**src/hdl/ascii_reply_frame_parser_defines.svh**
```systemverilog
// Assertion macros shared by the reply parser RTL.
`ifndef ASCII_REPLY_FRAME_PARSER_DEFINES_SVH
`define ASCII_REPLY_FRAME_PARSER_DEFINES_SVH

// Same-cycle implication, checked on every rising edge outside reset.
`define ARFP_ASSERT_NOW(label, ante, cons, msg) \
  label: assert property (@(posedge clk) disable iff (!rst_n) (ante) |-> (cons)) \
    else $error(msg);

// Next-cycle implication, checked on every rising edge outside reset.
`define ARFP_ASSERT_NEXT(label, ante, cons, msg) \
  label: assert property (@(posedge clk) disable iff (!rst_n) (ante) |=> (cons)) \
    else $error(msg);

`endif

```
**src/hdl/arfp_pkg.sv**
```systemverilog
// Shared types and constants for the ASCII reply frame parser.
`default_nettype none
package arfp_pkg;

  typedef enum logic [1:0] {
    OP_BYTE    = 2'd0,
    OP_ARM     = 2'd1,
    OP_TIMEOUT = 2'd2
  } op_t;

  typedef enum logic [2:0] {
    ST_ACK     = 3'd0,
    ST_NAK     = 3'd1,
    ST_FORMAT  = 3'd2,
    ST_TIMEOUT = 3'd3,
    ST_UNEXP   = 3'd4,
    ST_IDLE_TO = 3'd5
  } status_t;

  typedef enum logic [6:0] {
    PH_SEEK    = 7'b0000001,
    PH_HDR     = 7'b0000010,
    PH_KEY     = 7'b0000100,
    PH_PAYLOAD = 7'b0001000,
    PH_DIGITS  = 7'b0010000,
    PH_HEX1    = 7'b0100000,
    PH_HEX2    = 7'b1000000
  } phase_t;

  localparam logic KIND_PAYLOAD = 1'b0;
  localparam logic KIND_STATUS  = 1'b1;

  localparam logic [7:0] CH_AT    = 8'h40;
  localparam logic [7:0] CH_ZERO  = 8'h30;
  localparam logic [7:0] CH_NINE  = 8'h39;
  localparam logic [7:0] CH_SEMI  = 8'h3B;
  localparam logic [7:0] CH_UA    = 8'h41;
  localparam logic [7:0] CH_UC    = 8'h43;
  localparam logic [7:0] CH_UF    = 8'h46;
  localparam logic [7:0] CH_UK    = 8'h4B;
  localparam logic [7:0] CH_UN    = 8'h4E;
  localparam logic [7:0] CH_LA    = 8'h61;
  localparam logic [7:0] CH_LF    = 8'h66;

  localparam int unsigned HDR_LEN = 5;
  localparam int unsigned KEY_LEN = 3;

  // Index of the final character of the header and of the keyword.
  localparam logic [2:0] HDR_LAST = 3'(HDR_LEN - 1);
  localparam logic [2:0] KEY_LAST = 3'(KEY_LEN - 1);

  localparam logic [9:0] NAK_CODE_MAX = 10'd999;

  typedef struct packed {
    logic       kind;
    logic [7:0] payload_byte;
    status_t    status;
    logic [9:0] nak_code;
    logic       checksum_ok;
    logic       last;
  } result_t;

endpackage
`default_nettype wire

```
**src/hdl/arfp_parse_core.sv**
```systemverilog
// Frame state machine: parse state registers and the per-byte next-state logic.
`default_nettype none
module arfp_parse_core (
  input  wire logic             clk,
  input  wire logic             rst_n,
  input  wire logic             fire,
  input  wire logic [1:0]       op,
  input  wire logic [7:0]       rx_byte,
  output logic                  res_valid,
  output arfp_pkg::result_t     res
);

  logic                armed_r, armed_nxt;
  arfp_pkg::phase_t    phase_r, phase_nxt;
  logic [2:0]          idx_r, idx_nxt;
  logic [7:0]          sum_r, sum_nxt;
  logic [3:0]          hi_r, hi_nxt;
  logic [9:0]          code_r, code_nxt;
  logic                nak_r, nak_nxt;

  logic [4:0]          hex;
  logic [7:0]          sum_add;
  logic [7:0]          hdr_exp;
  logic                nak_eff;
  logic [7:0]          key_exp;
  logic [13:0]         code_prod;
  logic                is_digit;

  logic                emit;
  logic                fin;
  arfp_pkg::status_t   fin_st;
  logic [9:0]          fin_code;
  logic                fin_ok;
  logic                emit_pay;

  // Bit 4 flags a valid hex digit, bits 3:0 carry its value.
  function automatic logic [4:0] hex_decode(input logic [7:0] c);
    logic [4:0] r;
    r = '0;
    if (c >= arfp_pkg::CH_ZERO && c <= arfp_pkg::CH_NINE) begin
      r = {1'b1, c[3:0]};
    end else if ((c >= arfp_pkg::CH_LA && c <= arfp_pkg::CH_LF) ||
                 (c >= arfp_pkg::CH_UA && c <= arfp_pkg::CH_UF)) begin
      r = {1'b1, c[3:0] + 4'd9};
    end
    return r;
  endfunction

  function automatic logic [7:0] key_char(input logic nak, input logic [1:0] i);
    logic [7:0] r;
    case (i)
      2'd0:    r = nak ? arfp_pkg::CH_UN : arfp_pkg::CH_UA;
      2'd1:    r = nak ? arfp_pkg::CH_UA : arfp_pkg::CH_UC;
      default: r = arfp_pkg::CH_UK;
    endcase
    return r;
  endfunction

  assign hex       = hex_decode(rx_byte);
  assign sum_add   = sum_r + rx_byte;
  assign hdr_exp   = (idx_r < 3'd2) ? arfp_pkg::CH_AT : arfp_pkg::CH_ZERO;
  assign nak_eff   = (idx_r == 3'd0) ? (rx_byte != arfp_pkg::CH_UA) : nak_r;
  assign key_exp   = key_char(nak_eff, idx_r[1:0]);
  assign is_digit  = (rx_byte >= arfp_pkg::CH_ZERO) && (rx_byte <= arfp_pkg::CH_NINE);
  assign code_prod = ({4'd0, code_r} << 3) + ({4'd0, code_r} << 1) + {10'd0, rx_byte[3:0]};

  always_comb begin
    armed_nxt = armed_r;
    phase_nxt = phase_r;
    idx_nxt   = idx_r;
    sum_nxt   = sum_r;
    hi_nxt    = hi_r;
    code_nxt  = code_r;
    nak_nxt   = nak_r;
    emit      = 1'b0;
    fin       = 1'b0;
    fin_st    = arfp_pkg::ST_FORMAT;
    fin_code  = '0;
    fin_ok    = 1'b0;
    emit_pay  = 1'b0;

    if (fire) begin
      case (op)
        arfp_pkg::OP_BYTE: begin
          if (!armed_r) begin
            emit   = 1'b1;
            fin_st = arfp_pkg::ST_UNEXP;
          end else begin
            unique case (phase_r)
              arfp_pkg::PH_SEEK: begin
                if (rx_byte == arfp_pkg::CH_AT) begin
                  sum_nxt   = rx_byte;
                  idx_nxt   = '0;
                  phase_nxt = arfp_pkg::PH_HDR;
                end
              end
              arfp_pkg::PH_HDR: begin
                if (idx_r > arfp_pkg::HDR_LAST || rx_byte != hdr_exp) begin
                  fin = 1'b1;
                end else begin
                  sum_nxt = sum_add;
                  if (idx_r == arfp_pkg::HDR_LAST) begin
                    idx_nxt   = '0;
                    phase_nxt = arfp_pkg::PH_KEY;
                  end else begin
                    idx_nxt = idx_r + 3'd1;
                  end
                end
              end
              arfp_pkg::PH_KEY: begin
                if (idx_r > arfp_pkg::KEY_LAST || rx_byte != key_exp) begin
                  fin = 1'b1;
                end else begin
                  nak_nxt = nak_eff;
                  sum_nxt = sum_add;
                  if (idx_r == arfp_pkg::KEY_LAST) begin
                    idx_nxt   = '0;
                    phase_nxt = nak_eff ? arfp_pkg::PH_DIGITS : arfp_pkg::PH_PAYLOAD;
                  end else begin
                    idx_nxt = idx_r + 3'd1;
                  end
                end
              end
              arfp_pkg::PH_PAYLOAD: begin
                sum_nxt = sum_add;
                if (rx_byte == arfp_pkg::CH_SEMI) begin
                  phase_nxt = arfp_pkg::PH_HEX1;
                end else begin
                  emit_pay = 1'b1;
                end
              end
              arfp_pkg::PH_DIGITS: begin
                if (is_digit) begin
                  code_nxt = (code_prod > {4'd0, arfp_pkg::NAK_CODE_MAX}) ?
                             arfp_pkg::NAK_CODE_MAX : code_prod[9:0];
                  idx_nxt  = 3'd1;
                  sum_nxt  = sum_add;
                end else if (rx_byte == arfp_pkg::CH_SEMI && idx_r != 3'd0) begin
                  sum_nxt   = sum_add;
                  idx_nxt   = '0;
                  phase_nxt = arfp_pkg::PH_HEX1;
                end else begin
                  fin = 1'b1;
                end
              end
              arfp_pkg::PH_HEX1: begin
                if (!hex[4]) begin
                  fin = 1'b1;
                end else begin
                  hi_nxt    = hex[3:0];
                  phase_nxt = arfp_pkg::PH_HEX2;
                end
              end
              arfp_pkg::PH_HEX2: begin
                fin = 1'b1;
                if (hex[4]) begin
                  fin_ok = ({hi_r, hex[3:0]} == sum_r);
                  if (nak_r) begin
                    fin_st   = arfp_pkg::ST_NAK;
                    fin_code = code_r;
                  end else begin
                    fin_st = arfp_pkg::ST_ACK;
                  end
                end
              end
              default: begin
                fin = 1'b1;
              end
            endcase
          end
        end
        arfp_pkg::OP_ARM: begin
          armed_nxt = 1'b1;
          phase_nxt = arfp_pkg::PH_SEEK;
          idx_nxt   = '0;
          sum_nxt   = '0;
          hi_nxt    = '0;
          code_nxt  = '0;
          nak_nxt   = 1'b0;
        end
        arfp_pkg::OP_TIMEOUT: begin
          fin    = 1'b1;
          fin_st = armed_r ? arfp_pkg::ST_TIMEOUT : arfp_pkg::ST_IDLE_TO;
        end
        default: ;
      endcase
    end

    // Close the frame: disarm and clear the parse state.
    if (fin) begin
      emit      = 1'b1;
      armed_nxt = 1'b0;
      phase_nxt = arfp_pkg::PH_SEEK;
      idx_nxt   = '0;
      sum_nxt   = '0;
      hi_nxt    = '0;
      code_nxt  = '0;
      nak_nxt   = 1'b0;
    end
  end

  always_comb begin
    res_valid = emit || emit_pay;
    res       = '0;
    if (emit) begin
      res.kind        = arfp_pkg::KIND_STATUS;
      res.status      = fin_st;
      res.nak_code    = fin_code;
      res.checksum_ok = fin_ok;
      res.last        = 1'b1;
    end else begin
      res.kind         = arfp_pkg::KIND_PAYLOAD;
      res.payload_byte = emit_pay ? rx_byte : 8'd0;
      res.status       = arfp_pkg::ST_ACK;
    end
  end

  always_ff @(posedge clk) begin
    if (!rst_n) begin
      armed_r <= 1'b0;
      phase_r <= arfp_pkg::PH_SEEK;
      idx_r   <= '0;
      sum_r   <= '0;
      hi_r    <= '0;
      code_r  <= '0;
      nak_r   <= 1'b0;
    end else begin
      armed_r <= armed_nxt;
      phase_r <= phase_nxt;
      idx_r   <= idx_nxt;
      sum_r   <= sum_nxt;
      hi_r    <= hi_nxt;
      code_r  <= code_nxt;
      nak_r   <= nak_nxt;
    end
  end

endmodule
`default_nettype wire

```
**src/hdl/arfp_out_reg.sv**
```systemverilog
// Result register holding one transaction until the receiver takes it.
`default_nettype none
module arfp_out_reg (
  input  wire logic             clk,
  input  wire logic             rst_n,
  input  wire logic             load,
  input  wire arfp_pkg::result_t load_data,
  input  wire logic             out_stall,
  output logic                  out_valid,
  output arfp_pkg::result_t     out_data
);

  logic              valid_r, valid_nxt;
  arfp_pkg::result_t data_r;

  always_comb begin
    valid_nxt = valid_r;
    if (load) begin
      valid_nxt = 1'b1;
    end else if (!out_stall) begin
      valid_nxt = 1'b0;
    end
  end

  always_ff @(posedge clk) begin
    if (!rst_n) begin
      valid_r <= 1'b0;
    end else begin
      valid_r <= valid_nxt;
    end
  end

  // Payload needs no reset; load only when the slot is free or draining.
  always_ff @(posedge clk) begin
    if (load) begin
      data_r <= load_data;
    end
  end

  assign out_valid = valid_r;
  assign out_data  = data_r;

endmodule
`default_nettype wire

```
**src/hdl/ascii_reply_frame_parser.sv**
```systemverilog
// Parses ACK/NAK ASCII reply frames one byte a transaction: an item
// (received byte, arm request or timeout) can be accepted every clock cycle
// while in_stall is low. An accepted item waits in the input register until
// the result slot is empty or draining, then passes the frame state machine
// and its result, if any, is written to the result register and offered on
// the output from there. One item can be held in each register, so the input
// side keeps accepting while a result waits; in_stall rises only when both the
// input register and the result register are full and out_stall is high.
// Payload bytes come out as they arrive; each frame ends with one status
// transaction with last set. No clearing pass runs after reset.
`default_nettype none
`include "ascii_reply_frame_parser_defines.svh"
module ascii_reply_frame_parser (
  input  wire logic       clk,
  input  wire logic       rst_n,
  input  wire logic       in_valid,
  output logic            in_stall,
  input  wire logic [1:0] in_op,
  input  wire logic [7:0] in_rx_byte,
  output logic            out_valid,
  input  wire logic       out_stall,
  output logic            out_kind,
  output logic [7:0]      out_payload_byte,
  output logic [2:0]      out_status,
  output logic [9:0]      out_nak_code,
  output logic            out_checksum_ok,
  output logic            out_last
);

  logic              in_valid_r, in_valid_nxt;
  logic [1:0]        in_op_r;
  logic [7:0]        in_byte_r;
  logic              in_accept;
  logic              advance;
  logic              res_valid;
  logic              pay_res;
  arfp_pkg::result_t res;
  arfp_pkg::result_t out_data;

  // Advance the held item when the result slot is empty or being drained.
  assign advance   = in_valid_r && (!out_valid || !out_stall);
  assign in_stall  = in_valid_r && !advance;
  assign in_accept = in_valid && !in_stall;

  always_comb begin
    in_valid_nxt = in_valid_r;
    if (in_accept) begin
      in_valid_nxt = 1'b1;
    end else if (advance) begin
      in_valid_nxt = 1'b0;
    end
  end

  always_ff @(posedge clk) begin
    if (!rst_n) begin
      in_valid_r <= 1'b0;
    end else begin
      in_valid_r <= in_valid_nxt;
    end
  end

  always_ff @(posedge clk) begin
    if (in_accept) begin
      in_op_r   <= in_op;
      in_byte_r <= in_rx_byte;
    end
  end

  arfp_parse_core u_core (
    .clk       (clk),
    .rst_n     (rst_n),
    .fire      (advance),
    .op        (in_op_r),
    .rx_byte   (in_byte_r),
    .res_valid (res_valid),
    .res       (res)
  );

  arfp_out_reg u_out (
    .clk       (clk),
    .rst_n     (rst_n),
    .load      (res_valid),
    .load_data (res),
    .out_stall (out_stall),
    .out_valid (out_valid),
    .out_data  (out_data)
  );

  assign out_kind         = out_data.kind;
  assign out_payload_byte = out_data.payload_byte;
  assign out_status       = out_data.status;
  assign out_nak_code     = out_data.nak_code;
  assign out_checksum_ok  = out_data.checksum_ok;
  assign out_last         = out_data.last;

  assign pay_res = res_valid && (res.kind == arfp_pkg::KIND_PAYLOAD);

  `ARFP_ASSERT_NOW(a_res_only_on_advance, res_valid, advance, "result without advance")
  `ARFP_ASSERT_NOW(a_stall_only_when_full, in_stall, out_valid && out_stall, "early stall")
  `ARFP_ASSERT_NEXT(a_result_lands, res_valid, out_valid, "result not registered")
  `ARFP_ASSERT_NOW(a_payload_op, pay_res, in_op_r == arfp_pkg::OP_BYTE, "bad payload op")

endmodule
`default_nettype wire

```
**config.mk**
```make
export PLATFORM = sky130hd
export DESIGN_NAME = ascii_reply_frame_parser
export DESIGN_NICKNAME = d
export VERILOG_FILES = /design/src/hdl/arfp_pkg.sv /design/src/hdl/arfp_parse_core.sv /design/src/hdl/arfp_out_reg.sv /design/src/hdl/ascii_reply_frame_parser.sv
export VERILOG_INCLUDE_DIRS = /design/src /design/src/hdl
export SDC_FILE = /design/constraint.sdc
export NUM_CORES = 1
export LEC_CHECK = 0
export ABC_AREA = 1
export BUFFER_PORTS_ARGS = -buffer_cell sky130_fd_sc_hd__buf_2
export CAP_MARGIN = 20
export CORE_ASPECT_RATIO = 1.5
export CORE_MARGIN = 2
export CORE_UTILIZATION = 54
export DETAILED_ROUTE_END_ITERATION = 10
export GPL_TIMING_DRIVEN = 0
export PLACE_DENSITY = 0.77
export SLEW_MARGIN = 20
export SYNTH_ARGS = -nofsm -noshare
export SYNTH_HDL_FRONTEND = slang
export SYNTH_SLANG_ARGS = --single-unit
```
**constraint.sdc**
```tcl
create_clock -name clk -period 2.75 [get_ports clk]
set_input_delay 0.275 -clock clk [delete_from_list [all_inputs] [get_ports clk]]
set_output_delay 0.275 -clock clk [all_outputs]
set_load 0.02 [all_outputs]
```
# ---- After elaboration in Yosys (flattened, before gate mapping)
# Cells that the tools add are included.
# Widths: inputs -> output; s select.
dict set report word_totals {
  input_bits 14
  register_bits 70
  romBits 0
  n_memories 0
  ram_bits 0
  latchBits 0
  wordCells 191
}
dict set report classes {
  reduce_logical 35
  muxes 82
  addsub 5
  order_cmp 10
  bitwise_logic 2
  shift 0
  mul 0
  eq_ne 39
  n_div 0
}
# cell n
set op_table {}
lappend op_table {{$mux 7} 11}
lappend op_table {{$mux 8} 6}
lappend op_table {{$pmux 7 s6} 1}
lappend op_table {{$mux 10} 4}
lappend op_table {{$pmux 8 s5} 1}
lappend op_table {{$mux 3} 12}
lappend op_table {{$pmux 8 s2} 2}
lappend op_table {{$mux 1} 27}
lappend op_table {{$pmux 10 s2} 1}
lappend op_table {{$ne 3x2->1 const B} 6}
lappend op_table {{$ge 8x7->1 const B} 2}
lappend op_table {{$le 8x7->1 const B} 2}
lappend op_table {{$mux 4} 4}
lappend op_table {{$ne 8x8->1} 2}
lappend op_table {{$reduce_and 8->1} 2}
lappend op_table {{$mux 5} 3}
lappend op_table {{$reduce_and 5->1} 3}
lappend op_table {{$add 13x11->14} 1}
lappend op_table {{$add 14x4->14} 1}
lappend op_table {{$gt 14x10->1 const B} 1}
lappend op_table {{$pmux 7 s2} 1}
lappend op_table {{$reduce_and 13->1} 1}
lappend op_table {{$pmux 3 s2} 2}
lappend op_table {{$pmux 3 s4} 1}
lappend op_table {{46 further kinds} 76}

# ---- Logic depth before layout (Yosys ltp)
# Gate-level depths: netlist (run 1).
dict set report logic_depth {
  word_depth 14
  depth_mapped 19
}

# ---- Modules after synthesis
# From an unflattened synthesis (run 1), not the netlist that was laid out.
dict set report hier_totals {
  cells_unflattened 662
  hier_area_um2 4914.7
}
# module n_inst area_per_inst_um2 cells_each seq_area_each_um2
set modules_own_cells {}
lappend modules_own_cells {arfp_parse_core 1 3787.4 613 680.7}
lappend modules_own_cells {arfp_out_reg 1 760.7 29 740.7}
lappend modules_own_cells {ascii_reply_frame_parser 1 366.6 20 320.3}

# ---- Worst setup path before layout (run 1)
# No wires, ideal clock.
dict set report synth_path {
  path_kind {register to register}
  start {register in_byte_r[1]}
  end {register u_out.data_r, in the netlist u_out.out_data[10] (enable)}
  path_slack_ns -0.147
  arrival_time_ns 2.417
  setup_time_ns 0.480
  stages_incl_launch_ff 16
  n_path_buf 0
  path_cell_list {edfxtp_1 -> inv_1 -> ha_1 -> inv_1 -> o21ai_0 -> inv_1 -> nor2_2 -> inv_2 -> nand2_2 -> nand2_1 -> a21oi_1 -> nand2_1 -> nand2_1 -> nand2_2 -> nand2_4 -> nand3_1}
}
dict set report synth_via {
  elab_chain_len 13
}
# item line
set synth_lines {}
lappend synth_lines {{start: declaration} ascii_reply_frame_parser.sv:32} ;# logic [7:0] in_byte_r;
lappend synth_lines {{start signal: assignment} ascii_reply_frame_parser.sv:65} ;# in_byte_r <= in_rx_byte;
lappend synth_lines {{$ne 8x7->1} arfp_parse_core.sv:62} ;# assign nak_eff = (idx_r == 3'd0) ? (rx_byte != arfp_pkg::CH_UA) : nak_r;
lappend synth_lines {{$mux 1} arfp_parse_core.sv:62}
lappend synth_lines {{$mux 4 or $mux 2 (tied branches)} {arfp_parse_core.sv:52, arfp_parse_core.sv:53}}
lappend synth_lines {{$pmux 8 s2} arfp_parse_core.sv:51} ;# case (i)
lappend synth_lines {{$ne 8x8->1} arfp_parse_core.sv:111} ;# if (idx_r > arfp_pkg::KEY_LAST || rx_byte != key_exp) begin
lappend synth_lines {{$logic_or 1x1->1} arfp_parse_core.sv:111}
lappend synth_lines {{$mux 1} arfp_parse_core.sv:111}
lappend synth_lines {{$pmux 1 s5} arfp_parse_core.sv:89} ;# unique case (phase_r)
lappend synth_lines {{$mux 1} arfp_parse_core.sv:85} ;# if (!armed_r) begin
lappend synth_lines {{$pmux 1 s2} arfp_parse_core.sv:83} ;# case (op)
lappend synth_lines {{$mux 1} arfp_parse_core.sv:82} ;# if (fire) begin
lappend synth_lines {{$mux 1} arfp_parse_core.sv:190} ;# if (fin) begin
lappend synth_lines {{$logic_or 1x1->1 *} arfp_parse_core.sv:203} ;# res_valid = emit || emit_pay;
lappend synth_lines {{net res_valid} ascii_reply_frame_parser.sv:35} ;# logic res_valid;
lappend synth_lines {{end signal: assignment} arfp_out_reg.sv:36} ;# data_r <= load_data;
lappend synth_lines {{end: declaration} arfp_out_reg.sv:14} ;# arfp_pkg::result_t data_r;
# Mark *: on every way through the listed nets, which the timed path passes. The rest lies on a longest branch.
# A chain may end at the register's enable or synchronous reset.

# ---- Worst setup path after layout (run 1)
dict set report layout_path {
  start {register in_byte_r[3]}
  end {register u_core.code_r[2]}
}
dict set report layout_via {
  elab_chain_len 12
}
# item line
set layout_lines {}
lappend layout_lines {{parallel branches: the longest is 12 deep, another holds $add 14x4->14} -}
lappend layout_lines {{end signal: assignment} arfp_parse_core.sv:233} ;# code_r <= code_nxt;
lappend layout_lines {{end: declaration} arfp_parse_core.sv:18} ;# logic [9:0] code_r, code_nxt;
# Parallel ways; which one is timed is not known. The select of a mux whose other input is x is not followed.

==> results of run 1 <==
what timing repair did:
item / CTS / global route
hold endpoints to repair: 0 / 0
endpoints found under the setup margin: 58 / 69
gates resized for setup: 12 / 32
setup buffers: 7 / 5
cloned: 1 / 2
pin swaps: 5 / 5
where the power goes:
part           internal [µW]  switching, µW
logic                   95.0            184
registers               1100           23.1
clock network            780            421
total                   1980            628
metrics by stage:
stage                     area [µm²]  setup TNS (ns)  cells  total power, µW  util, %
after CTS                       5270               0    750             2590     65.4
after detailed placement        4860          -17.32    726             1390     60.3
after global routing            5450          -0.299    757             2690     67.7
after floorplan                 4530               0    582             1320        -
final                           5450        -0.00396    757             2610     67.7
after global placement          4860          -14.36    726             1390     60.3
Yosys cell counts, drive strengths merged (11+ instances only):
master    n  area [µm²]
a21oi    45         293
dfxtp    36         721
edfxtp   33         991
ha       34         425
inv      81         304
nand2   129         514
nand3    28         155
nand4    11        68.8
nor2     78         303
nor3     11        55.1
o21ai    36         180
xor2     14         123
cells by family (layout without fill, tap and decap cells):
| group | count (synthesis) | count (layout) |
|---|---|---|
| and+or+nand+nor | 267 | 270 |
| AOI/OAI and AO/OA | 99 | 99 |
| buffers and inverters | 91 | 158 |
| DFF | 69 | 69 |
| adders and majority gates | 37 | 37 |
| xor gates and xnor gates | 19 | 19 |
how the worst min path moves through the flow:
stage,cells after the start,startpoint,endpoint
3_5_place_dp,1,in_rx_byte[5],in_byte_r[5]$_DFFE_PP_
2_1_floorplan,2,rst_n,u_out.out_valid$_SDFFE_PN0P_
3_3_place_gp,1,in_rx_byte[7],in_byte_r[7]$_DFFE_PP_
4_1_cts,1,in_rx_byte[7],in_byte_r[7]$_DFFE_PP_
6_report,1,in_rx_byte[7],in_byte_r[7]$_DFFE_PP_
5_1_grt,1,in_rx_byte[3],in_byte_r[3]$_DFFE_PP_
flip-flops by register name (all words and copies together) (netlist names):
name / count
u_core.sum_r: 8
u_core.hi_r: 4
u_core.code_r: 10
u_core.idx_r: 3
in_valid_r: 1
u_out.out_data: 23
in_byte_r: 8
u_out.out_valid: 1
in_op_r: 2
u_core.phase_r: 7
u_core.armed_r: 1
u_core.nak_r: 1
layout make-up:
class / count / area (µm²)
Fill cell: 673 / 2610
Timing Repair Buffer: 51 / 285
Clock buffer: 13 / 272
Multi-Input combinational cell: 425 / 2630
Inverter: 81 / 309
Buffer: 10 / 67.6
Sequential cell: 69 / 1710
Tap cell: 105 / 131
Clock inverter: 3 / 42.5
metal layers:
metal | up-vias | GRT usage [%] | routed length, µm
met4 | 0 | 12.5 | 373
li1 | 2070 | - | -
met5 | - | 0 | 0
met1 | 1954 | 29.9 | 4480
met3 | 32 | 5.18 | 602
met2 | 153 | 46.9 | 5990
worst max-delay path, cell delays in order (launching register included):
cell and delay, ns:
edfxtp_1 0.46, fa_1 0.57, inv_1 0.07, fa_2 0.38, o21ai_2 0.18, buf_4 0.14, xor2_1 0.14, inv_1 0.07
nand3_1 0.07, nor2_1 0.05, nand3_1 0.13, nand2_4 0.10, o21ai_0 0.22, a21oi_2 0.07
cells in the final DEF (no fill, tap or decap), types with 8 or more instances in the layout:
cell,Yosys,routed
nand2_1,121,116
nor2_1,74,72
inv_1,76,71
buf_2,3,42
dfxtp_1,36,36
edfxtp_1,33,33
ha_1,34,32
nand3_1,25,23
a21oi_1,27,23
o21ai_0,30,23
a21oi_2,18,22
xor2_1,14,14
buf_4,1,13
o21ai_1,6,12
nand4_1,11,11
nor3_1,11,10
clkbuf_16,0,10
nand2_2,6,9
inv_2,5,8
==> results.md, run 1 <==
- Vias in the first global route: 3969
- CP Max Fanout: 8
- GR Overflow Total: 0
- Worst setup margin: -0.00396 ns
- Setup slack, reg-to-reg: -0.004 ns
- Slew HR: 47.7%
- Final GP Congestion: 0.953
- Final hold slack: 0.113 ns
- Syn Nets: 633
- Total GRT Usage: 26.2%
- Dpl hpwl: 8300 µm
- Reg clk slew, reported paths: 0.05 ns
- Worst-Margin Slew: 0.782 ns
- I/O pins: 40
- Mux share of post-synthesis cell area: 0%
- Layout cells sized above 1: 22.1%
- Maximum root-to-sink buffer count: 2
- Drc violations: 0
- ANT nets after route: 0
- Final Hold Viols: 0
- WP data arrival: 2.98 ns
- Routed vias/inst: 5.56
- Run status: finished, violations left
- Max_cap viols: 0
- FF-to-FF End: u_core.code_r[2]$_SDFFE_PP0P_
- R2R Path Start: in_byte_r[3]$_DFFE_PP_
- Reg2reg path depth: 13
- WL/cell: 15.1 µm
- Worst Setup End Kind: flip-flop
- Largest family of logic cells by synthesized area: simple AND/OR/NAND/NOR gates
- Ys async rst share: 0%
- Minimum clock period: 2.75 ns
- Unique masters post-synth: 41
- Critical path class: flip-flop to flip-flop
- Post-synth EDFFs: 33
- Cell Area, Synth: 4530 µm²
- CP endpoint: u_core.code_r[2]$_SDFFE_PP0P_
- Vias: 4209
- CTS Root Cell: clkbuf_16
- Power Density: 478 nW/µm²
- # rows: 40
- Post-synth top flop: dfxtp_1
- Worst setup startpoint: in_byte_r[3]$_DFFE_PP_
- Synthesized instance count: 582
- Core Box Area: 8060 µm²
- First-pass GRT wire length: 18500 µm
- Critical Path RT: 2.97 ns
- Setup WS pre-CTS: -0.504 ns
- Die area: 9150 µm²
- Routed WL: 11400 µm
- TritonCTS Buffers: 9
- Synth Area in Compound Gates: 13.5%
- Die Y-Extent: 116 µm
- Fmax: 0.363 GHz
- XOR/XNOR Fraction of Synth Area: 3.67%
- Hold_buf cts: 0
- Sequential cell area fraction in the yosys report: 37.8%
- Synth Area in Simple Gates: 26.1%
- Min-Delay Path Class: primary input to flip-flop
- Synthesized flop and latch total: 69
- Skew final: 0.00741 ns
- N_diodes: 0
- Ys Warns: 0
- RSZ-0062 raised after global routing: yes
- Final Setup Violations: 1
- LEAKAGE: 0.00239 µW
- 1st-pass router iterations: 7
- Count of final max-slew check failures: 0
- Average cell area after synthesis: 7.78 µm²
- Worst vdd ir: 0.503 mV
- Initial antenna violation count: 0
- Syn-to-layout area delta: 20.4%
- Period utilization: 100%
- Maximum number of pins on one net before global-route repair: 13
- CTS tree: built
- Htree depth: 3
- Die width: 78.8 µm
- Final #Nets: 698
- Adder-cell share of the synthesized area: 10.7%
- Setup crit start kind: flip-flop
- Initial Util: 56.2%
- Clock latency on the worst-skew pair: 0.34 ns
- Initial detailed-routing violation count: 265
- Failing checks: setup timing
- Sink Count: 69
- IO Port Bufs: 39
Note: power is estimated with default switching activity, not from simulation.
==> run 2, diff against run 1 <==
Settings changed: ABC_AREA 1 to default, CORE_UTILIZATION 54 to 55, PLACE_DENSITY 0.77 to 0.78.
==> run 2 against run 1 <==
  * Largest power group is now registers
  * The run still ends with setup timing left
  * Critical path depth down 5
  * Sequential cell count unchanged
  * Sequential power about the same
==> results.md, run 2 <==
- CTS Root Cell: clkbuf_16
- I/O pins: 40 (unchanged)
- R2R Path Start: in_byte_r[3]$_DFFE_PP_
- Reg2reg path depth: 8 (-5)
- Area leader, netlist: edfxtp_1
- Sink Count: 69 (unchanged)
- Switching share of power: 26.6% (+2.5 points)
- Seq pwr share: 43.4% (+0.2 points)
- Slew HR: 31.2% (-16 points)
- Routed WL: 13900 µm (+22%)
- Commonest non-fill, non-tap cell in the layout: buf_2
- Final Setup Violations: 70 (+69)
- Commonest non-fill, non-tap cells in the layout: buf_2, dfxtp_1, buf_4
- RSZ-0062 raised after global routing: yes
- ANT nets after route: 0 (unchanged)
- Drc violations: 0 (unchanged)
- Setup crit start kind: flip-flop
- IO Port Bufs: 39 (unchanged)
- Power Density: 434 nW/µm² (-9.2%)
- Largest family of logic cells by synthesized area: simple AND/OR/NAND/NOR gates
- Count of final max-slew check failures: 0 (unchanged)
- Max FFs per register: 23 (unchanged)
- Final Cell Area: 6030 µm² (+11%)
- Synth Area in Simple Gates: 22.6% (-3.5 points)
- WL/cell: 20.6 µm (+36%)
- Synthesized flop and latch total: 69 (unchanged)
- Unique masters post-synth: 76 (+85%)
- Hold path endpoint: in_byte_r[6]$_DFFE_PP_
- N_diodes: 0 (unchanged)
- 1st-pass router iterations: 5 (-2)
- Core Box Area: 8010 µm² (-0.62%)
- Die area: 9050 µm² (-1.1%)
- FF-to-FF End: u_out.out_data[4]$_SDFFCE_PN0P_
- Final Hold Viols: 0 (unchanged)
- Total GRT Usage: 31.0% (+4.8 points)
- Initial Util: 56.9% (+0.71 points)
- Die width: 78.3 µm (-0.57%)
- Critical path class: flip-flop to flip-flop
- Vias: 4338 (+3.1%)
- XOR/XNOR Fraction of Synth Area: 3.65% (-0.023 points)
- Post-synth top cells: a21oi_1, nor2_1, dfxtp_1
- Maximum number of pins on one net before global-route repair: 16 (+3)
- Count leader, synth: a21oi_1
- Critical Path RT: 2.85 ns (-0.12 ns)
- LEAKAGE: 0.00239 µW (+0.12%)
- CP Max Fanout: 8 (unchanged)
- Run status: finished, violations left
- Period utilization: 106% (+6.3 points)
- Average cell area after synthesis: 9.64 µm² (+24%)
- Clock latency on the worst-skew pair: 0.35 ns (about the same)
- Syn-to-layout area delta: 32.2%
- Cell Area, Synth: 4560 µm² (+0.64%)
- Initial antenna violation count: 0 (unchanged)
- Worst Setup End Kind: flip-flop
- WP data arrival: 3.02 ns (+0.04 ns)
- DP Area: 4950 µm² (+1.8%)
- Worst-Margin Slew: 1.03 ns (+0.248 ns)
- Final cell count without fillers: 675 (-11%)
- Post-synth EDFFs: 33 (unchanged)
- Worst setup startpoint: in_byte_r[3]$_DFFE_PP_
- CTS tree: built
- Layout cells sized above 1: 34.0% (+12 points)
- Comb power frac: 14.0% (+3.3 points)
- Sequential cell area fraction in the yosys report: 37.6% (-0.24 points)
- GR Overflow Total: 0 (unchanged)
- Switching power: 697 µW (+11%)
- Synthesized instance count: 473 (-19%)
- Placed insts: 617 (-15%)
- Top cell type's share of synthesized area: 21.7% (-0.14 points)
- Worst vdd ir: 0.370 mV (-26%)
- Post-synth top flop: dfxtp_1
- Synth Area in Compound Gates: 19.1% (+5.6 points)
- Hold depth: 1 (unchanged)
- Syn Nets: 524 (-17%)
- Routed vias/inst: 6.43 (+16%)
- Final GP Congestion: 0.913 (-4.2%)
- Maximum root-to-sink buffer count: 2 (unchanged)
- Final #Nets: 616 (-12%)
- First-pass GRT wire length: 21300 µm (+15%)
- Vias in the first global route: 4202 (+5.9%)
- Int Pwr: 1920 µW (-3.0%)
- Min-Delay Path Class: primary input to flip-flop
- Skew final: 0.00773 ns (+0.000318 ns)
- Ys Warns: 0 (unchanged)
- Fmax: 0.342 GHz (-5.9%)
- TritonCTS Buffers: 9 (unchanged)
- Clock power share: 42.7% (-3.4 points)
- # rows: 40 (unchanged)
- Adder-cell share of the synthesized area: 10.7% (-0.068 points)
- Min-delay src: in_rx_byte[6]
- Dpl hpwl: 8860 µm (+6.6%)
- Total negative setup slack: -7.81 ns (-7.80 ns)
- Max_cap viols: 0 (unchanged)
- Setup slack, reg-to-reg: -0.18 ns (-0.17 ns)
- Ys async rst share: 0% (unchanged)
- Worst setup margin: -0.177 ns (-0.173 ns)
- Synth area leaders: edfxtp_1, dfxtp_1, ha_1
- Htree depth: 3 (unchanged)
- Die Y-Extent: 115 µm (-0.58%)
- Initial detailed-routing violation count: 383 (+45%)
- Reg clk slew, reported paths: 0.06 ns (about the same)
- Mux share of post-synthesis cell area: 2.69% (+2.7 points)
- Failing checks: setup timing
- Minimum clock period: 2.93 ns (+0.173 ns)
-- run 2: cell types whose count changed after synthesis, sizes merged, moves of 16 or more --
cell,change
o21ai,-24
nand2,-106
nor2,-40
nand2b,+16
inv,-63
and2,+18
-- run 2: worst max-delay path, stage by stage, from the launching register on --
cell and delay [ns]:
edfxtp_1 0.46, buf_6 0.16, or4b_4 0.54, a311oi_4 0.37, o21bai_2 0.13, a2111oi_4 0.43, a31o_4 0.34, nor3_4 0.09
and2_1 0.16
-- run 2: worst max-delay path by stage --
stage / depth (start not counted) / end / slack (ns)
after floorplan: 10 / u_core.code_r[9]$_SDFFE_PP0P_ / -0.03
after global placement: 9 / u_core.code_r[1]$_SDFFE_PP0P_ / -0.58
after detailed placement: 9 / u_core.code_r[2]$_SDFFE_PP0P_ / -0.68
after CTS: 10 / u_core.code_r[9]$_SDFFE_PP0P_ / -0.17
after global routing: 8 / u_out.out_data[4]$_SDFFCE_PN0P_ / -0.27
final: 8 / u_out.out_data[4]$_SDFFCE_PN0P_ / -0.18
-- run 2: cells by family after synthesis --
kind of cell,Yosys count
AND/OR/NAND/NOR,178
AO/OA/AOI/OAI,118
flip-flops,69
buffers and inverters,40
adder cells (fa/ha/maj),37
XOR/XNOR,19
multiplexers,12
-- run 2: cell type report --
| class | count | area (µm²) |
|---|---|---|
| fill | 526 | 1980 |
| clock buffer | 11 | 253 |
| sequential | 69 | 1710 |
| timing repair buffer | 79 | 551 |
| buffer | 19 | 123 |
| clock inverter | 5 | 35.0 |
| tap | 105 | 131 |
| inverter | 18 | 70.1 |
| multi-input combinational | 369 | 3150 |
-- run 2: through the flow --
stage	power [µW]	util [%]	setup WS [ns]	hold WS (ns)
floorplan	1330	-	-0.0258	0.374
global placement	1400	61.8	-0.579	0.451
detailed placement	1410	61.8	-0.675	0.453
CTS	2580	72.5	-0.172	0.100
global route	2700	75.3	-0.274	0.0996
finish	2620	75.3	-0.177	0.106
-- run 2: layer usage --
layer	vias up	GRT usage [%]	wire length (µm)
met5	-	0	0
met4	0	18.5	789
met3	58	6.15	756
met2	212	55.1	7350
met1	2100	34.1	5030
li1	1968	-	-
-- run 2: power by group through the flow --
stage / logic (µW) / registers, µW / clock network (µW)
after global routing: 392 / 1140 / 1170
after CTS: 333 / 1130 / 1110
after floorplan: 173 / 1160 / 0
final: 366 / 1130 / 1120
after detailed placement: 250 / 1160 / 0
after global placement: 241 / 1160 / 0
-- run 2: what timing repair did --
item	4_1_cts	5_1_grt
hold buffers	0	0
setup buffers	34	5
setup endpoints to repair	72	70
pin swaps	36	18
gates cloned	5	2
gates resized for setup	55	47
==> run 3, diff against run 2 <==
Settings changed: PLACE_DENSITY 0.78 to 0.75.
Clock period 2.75 ns to 3.2 ns, I/O delays scaled along.
==> run 3 against run 2 <==
  * The flow now finishes without violations
  * Sequential share of layout area is 2.9 points higher
  * Total power shrank 12%
  * Critical path depth is 2 higher
  * Cell count decreased by 3.7%
  * Maximum frequency shrank 7.0%
  * Non-clock buffer count down 21
  * Sequential power shrank 14%
  * Clock power decreased by 4%
  * Count of clock-buffer cells in the layout increased by 1
==> results.md, run 3 (same netlist as run 2, synthesis figures left out) <==
- Run status: completed
- Drc violations: 0 (unchanged)
- Sink Count: 69 (unchanged)
- Max FFs per register: 23 (unchanged)
- Critical path class: flip-flop to flip-flop
- Power Density: 419 nW/µm² (-3.4%)
- Routed WL: 12100 µm (-13%)
- Final cell count without fillers: 650 (-3.7%)
- GR Overflow Total: 0 (unchanged)
- Die area: 9050 µm² (unchanged)
- RSZ-0062 raised after global routing: yes
- Fill cell count: 632 (+20%)
- DP Area: 4890 µm² (-1.3%)
- Crit-path cells: fa_1 > buf_4 > ha_4 > a211oi_4 > o21ai_2 > a211oi_2 > and4_1 > o311a_4 > or3b_1 > o211a_1
- Commonest non-fill, non-tap cells in the layout: buf_2, a21oi_1, nor2_1
- TritonCTS Buffers: 9 (unchanged)
- Final Setup Violations: 0 (-100%)
- Switching power: 539 µW (-23%)
- Max_cap viols: 0 (unchanged)
- CTS Root Cell: clkbuf_16
- Placed insts: 617 (unchanged)
- # rows: 40 (unchanged)
- Critical Path RT: 3.43 ns (+0.58 ns)
- Worst vdd ir: 0.409 mV (+11%)
- Comb power frac: 10.7% (-3.3 points)
- Initial detailed-routing violation count: 325 (-15%)
- 1st-pass router iterations: 5 (unchanged)
- First-pass GRT wire length: 18700 µm (-12%)
- ANT nets after route: 0 (unchanged)
- Period utilization: 98.4% (-8.1 points)
- Final Hold Viols: 0 (unchanged)
- LEAKAGE: 0.00223 µW (-6.8%)
- Setup crit start kind: flip-flop
- Layout cells sized above 1: 21.1% (-13 points)
- CP max stage cell: fa_1
- Final Cell Area: 5460 µm² (-9.4%)
- WL/cell: 18.7 µm (-9.6%)
- Minimum clock period: 3.15 ns (+0.221 ns)
- Power, Total: 2290 µW (-12%)
- CTS tree: built
- N_diodes: 0 (unchanged)
- Maximum root-to-sink buffer count: 2 (unchanged)
- Total negative setup slack: 0 ns (+7.81 ns)
- Count of final max-slew check failures: 0 (unchanged)
- Syn-to-layout area delta: 19.8%
- Maximum number of pins on one net before global-route repair: 24 (+8)
- IO Port Bufs: 39 (unchanged)
- Initial Util: 56.9% (unchanged)
- Final hold slack: 0.152 ns (+0.0463 ns)
- Seq pwr share: 42.6% (-0.8 points)
- Int Pwr: 1750 µW (-8.8%)
- Reg clk slew, reported paths: 0.05 ns (about the same)
- I/O pins: 40 (unchanged)
- Vias in the first global route: 3862 (-8.1%)
- Routed vias/inst: 6.07 (-5.5%)
- Worst Setup End Kind: flip-flop
- Fmax: 0.318 GHz (-7.0%)
- Vias: 3947 (-9.0%)
- Max incr delay on CP: 0.51 ns (-0.03 ns)
- Skew final: 0.00851 ns (+0.000781 ns)
- Slew HR: 30.7% (-0.53 points)
- Clock power share: 46.7% (+4.0 points)
- WP data arrival: 3.38 ns (+0.36 ns)
- Initial antenna violation count: 0 (unchanged)
- Final #Nets: 591 (-4.1%)
- Htree depth: 3 (unchanged)
- Min-Delay Path Class: primary input to flip-flop
- Switching share of power: 23.5% (-3.1 points)
- Commonest non-fill, non-tap cell in the layout: buf_2
- CP Max Fanout: 8 (unchanged)
- Worst-Margin Slew: 1.04 ns (+0.00787 ns)
- Final GP Congestion: 0.916 (+0.31%)
- Die width: 78.3 µm (unchanged)
- Total GRT Usage: 27.3% (-3.7 points)
- Dpl hpwl: 8570 µm (-3.2%)
- Die Y-Extent: 115 µm (unchanged)
- Core Box Area: 8010 µm² (unchanged)
- Clock latency on the worst-skew pair: 0.34 ns (about the same)
==> run 3: cell types whose count changed in the layout (fill, tap and decap cells not counted), sizes merged <==
cell,before,now
buf,85,64
bufinv,0,2
clkbuf,24,25
clkinv,4,2
clkinvlp,1,0
nand2b,20,17
nor3,14,13
==> run 3: per-layer routing <==
layer / track usage [%] / share of wire (%)
met1: 28.5 / 37
met2: 49.1 / 53
met3: 6.54 / 4.9
met4: 17.1 / 5.3
met5: 0 / 0
==> run 3: power by group through the flow <==
stage / clock (µW) / sequential, µW / combinational, µW
global placement: 0 / 997 / 200
CTS: 1080 / 975 / 225
finish: 1070 / 976 / 244
detailed placement: 0 / 998 / 206
global route: 1120 / 977 / 266
floorplan: 0 / 993 / 143
==> run 3: repair_timing <==
| action | in CTS | in global routing |
|---|---|---|
| gates cloned | 0 | 1 |
| setup endpoints to repair | 71 | 59 |
| hold buffers | 0 | 0 |
| pin swaps | 4 | 5 |
| resized for setup | 9 | 16 |
| setup buffers | 11 | 5 |
| endpoints found under the hold margin | 0 | 0 |
==> run 3: worst max-delay path, delay by kind of cell, from the launching register on <==
kind,cells,cell delay (ns)
compound gates,5,1.05
fa+ha+maj,2,0.75
simple gates,2,0.64
flops,1,0.43
buf+inv,1,0.17
==> run 3: layout make-up <==
type	instances	area, µm²	share of cell area (%)
Tap cell	105	131	2.41
Clock inverter	4	73.8	1.35
Sequential cell	69	1710	31.3
Timing Repair Buffer	55	315	5.77
Clock buffer	12	246	4.51
Multi-Input combinational cell	365	2810	51.4
Inverter	18	67.6	1.24
Buffer	22	109	1.99
==> run 3: metrics by stage <==
| step | util (%) | setup WS [ns] |
|---|---|---|
| finish | 68.2 | 0.0527 |
| global route | 68.2 | -0.0367 |
| CTS | 66.7 | 0.0189 |
| detailed placement | 61.0 | -0.533 |
| global placement | 61.0 | -0.496 |
| floorplan | - | 0.146 |
==> run 3: path summary, 6_finish.rpt <==
check                                            startpoint                             to  slack, ns  depth (start not counted)
worst min register to register  u_core.hi_r[2]$_SDFFE_PP0P_    u_core.hi_r[2]$_SDFFE_PP0P_       0.49                          2
worst min-delay path                          in_rx_byte[7]         in_byte_r[7]$_DFFE_PP_       0.15                          1
worst max-delay path                 in_byte_r[3]$_DFFE_PP_  u_core.code_r[9]$_SDFFE_PP0P_       0.05                         10
worst max register to register       in_byte_r[3]$_DFFE_PP_  u_core.code_r[9]$_SDFFE_PP0P_       0.05                         10
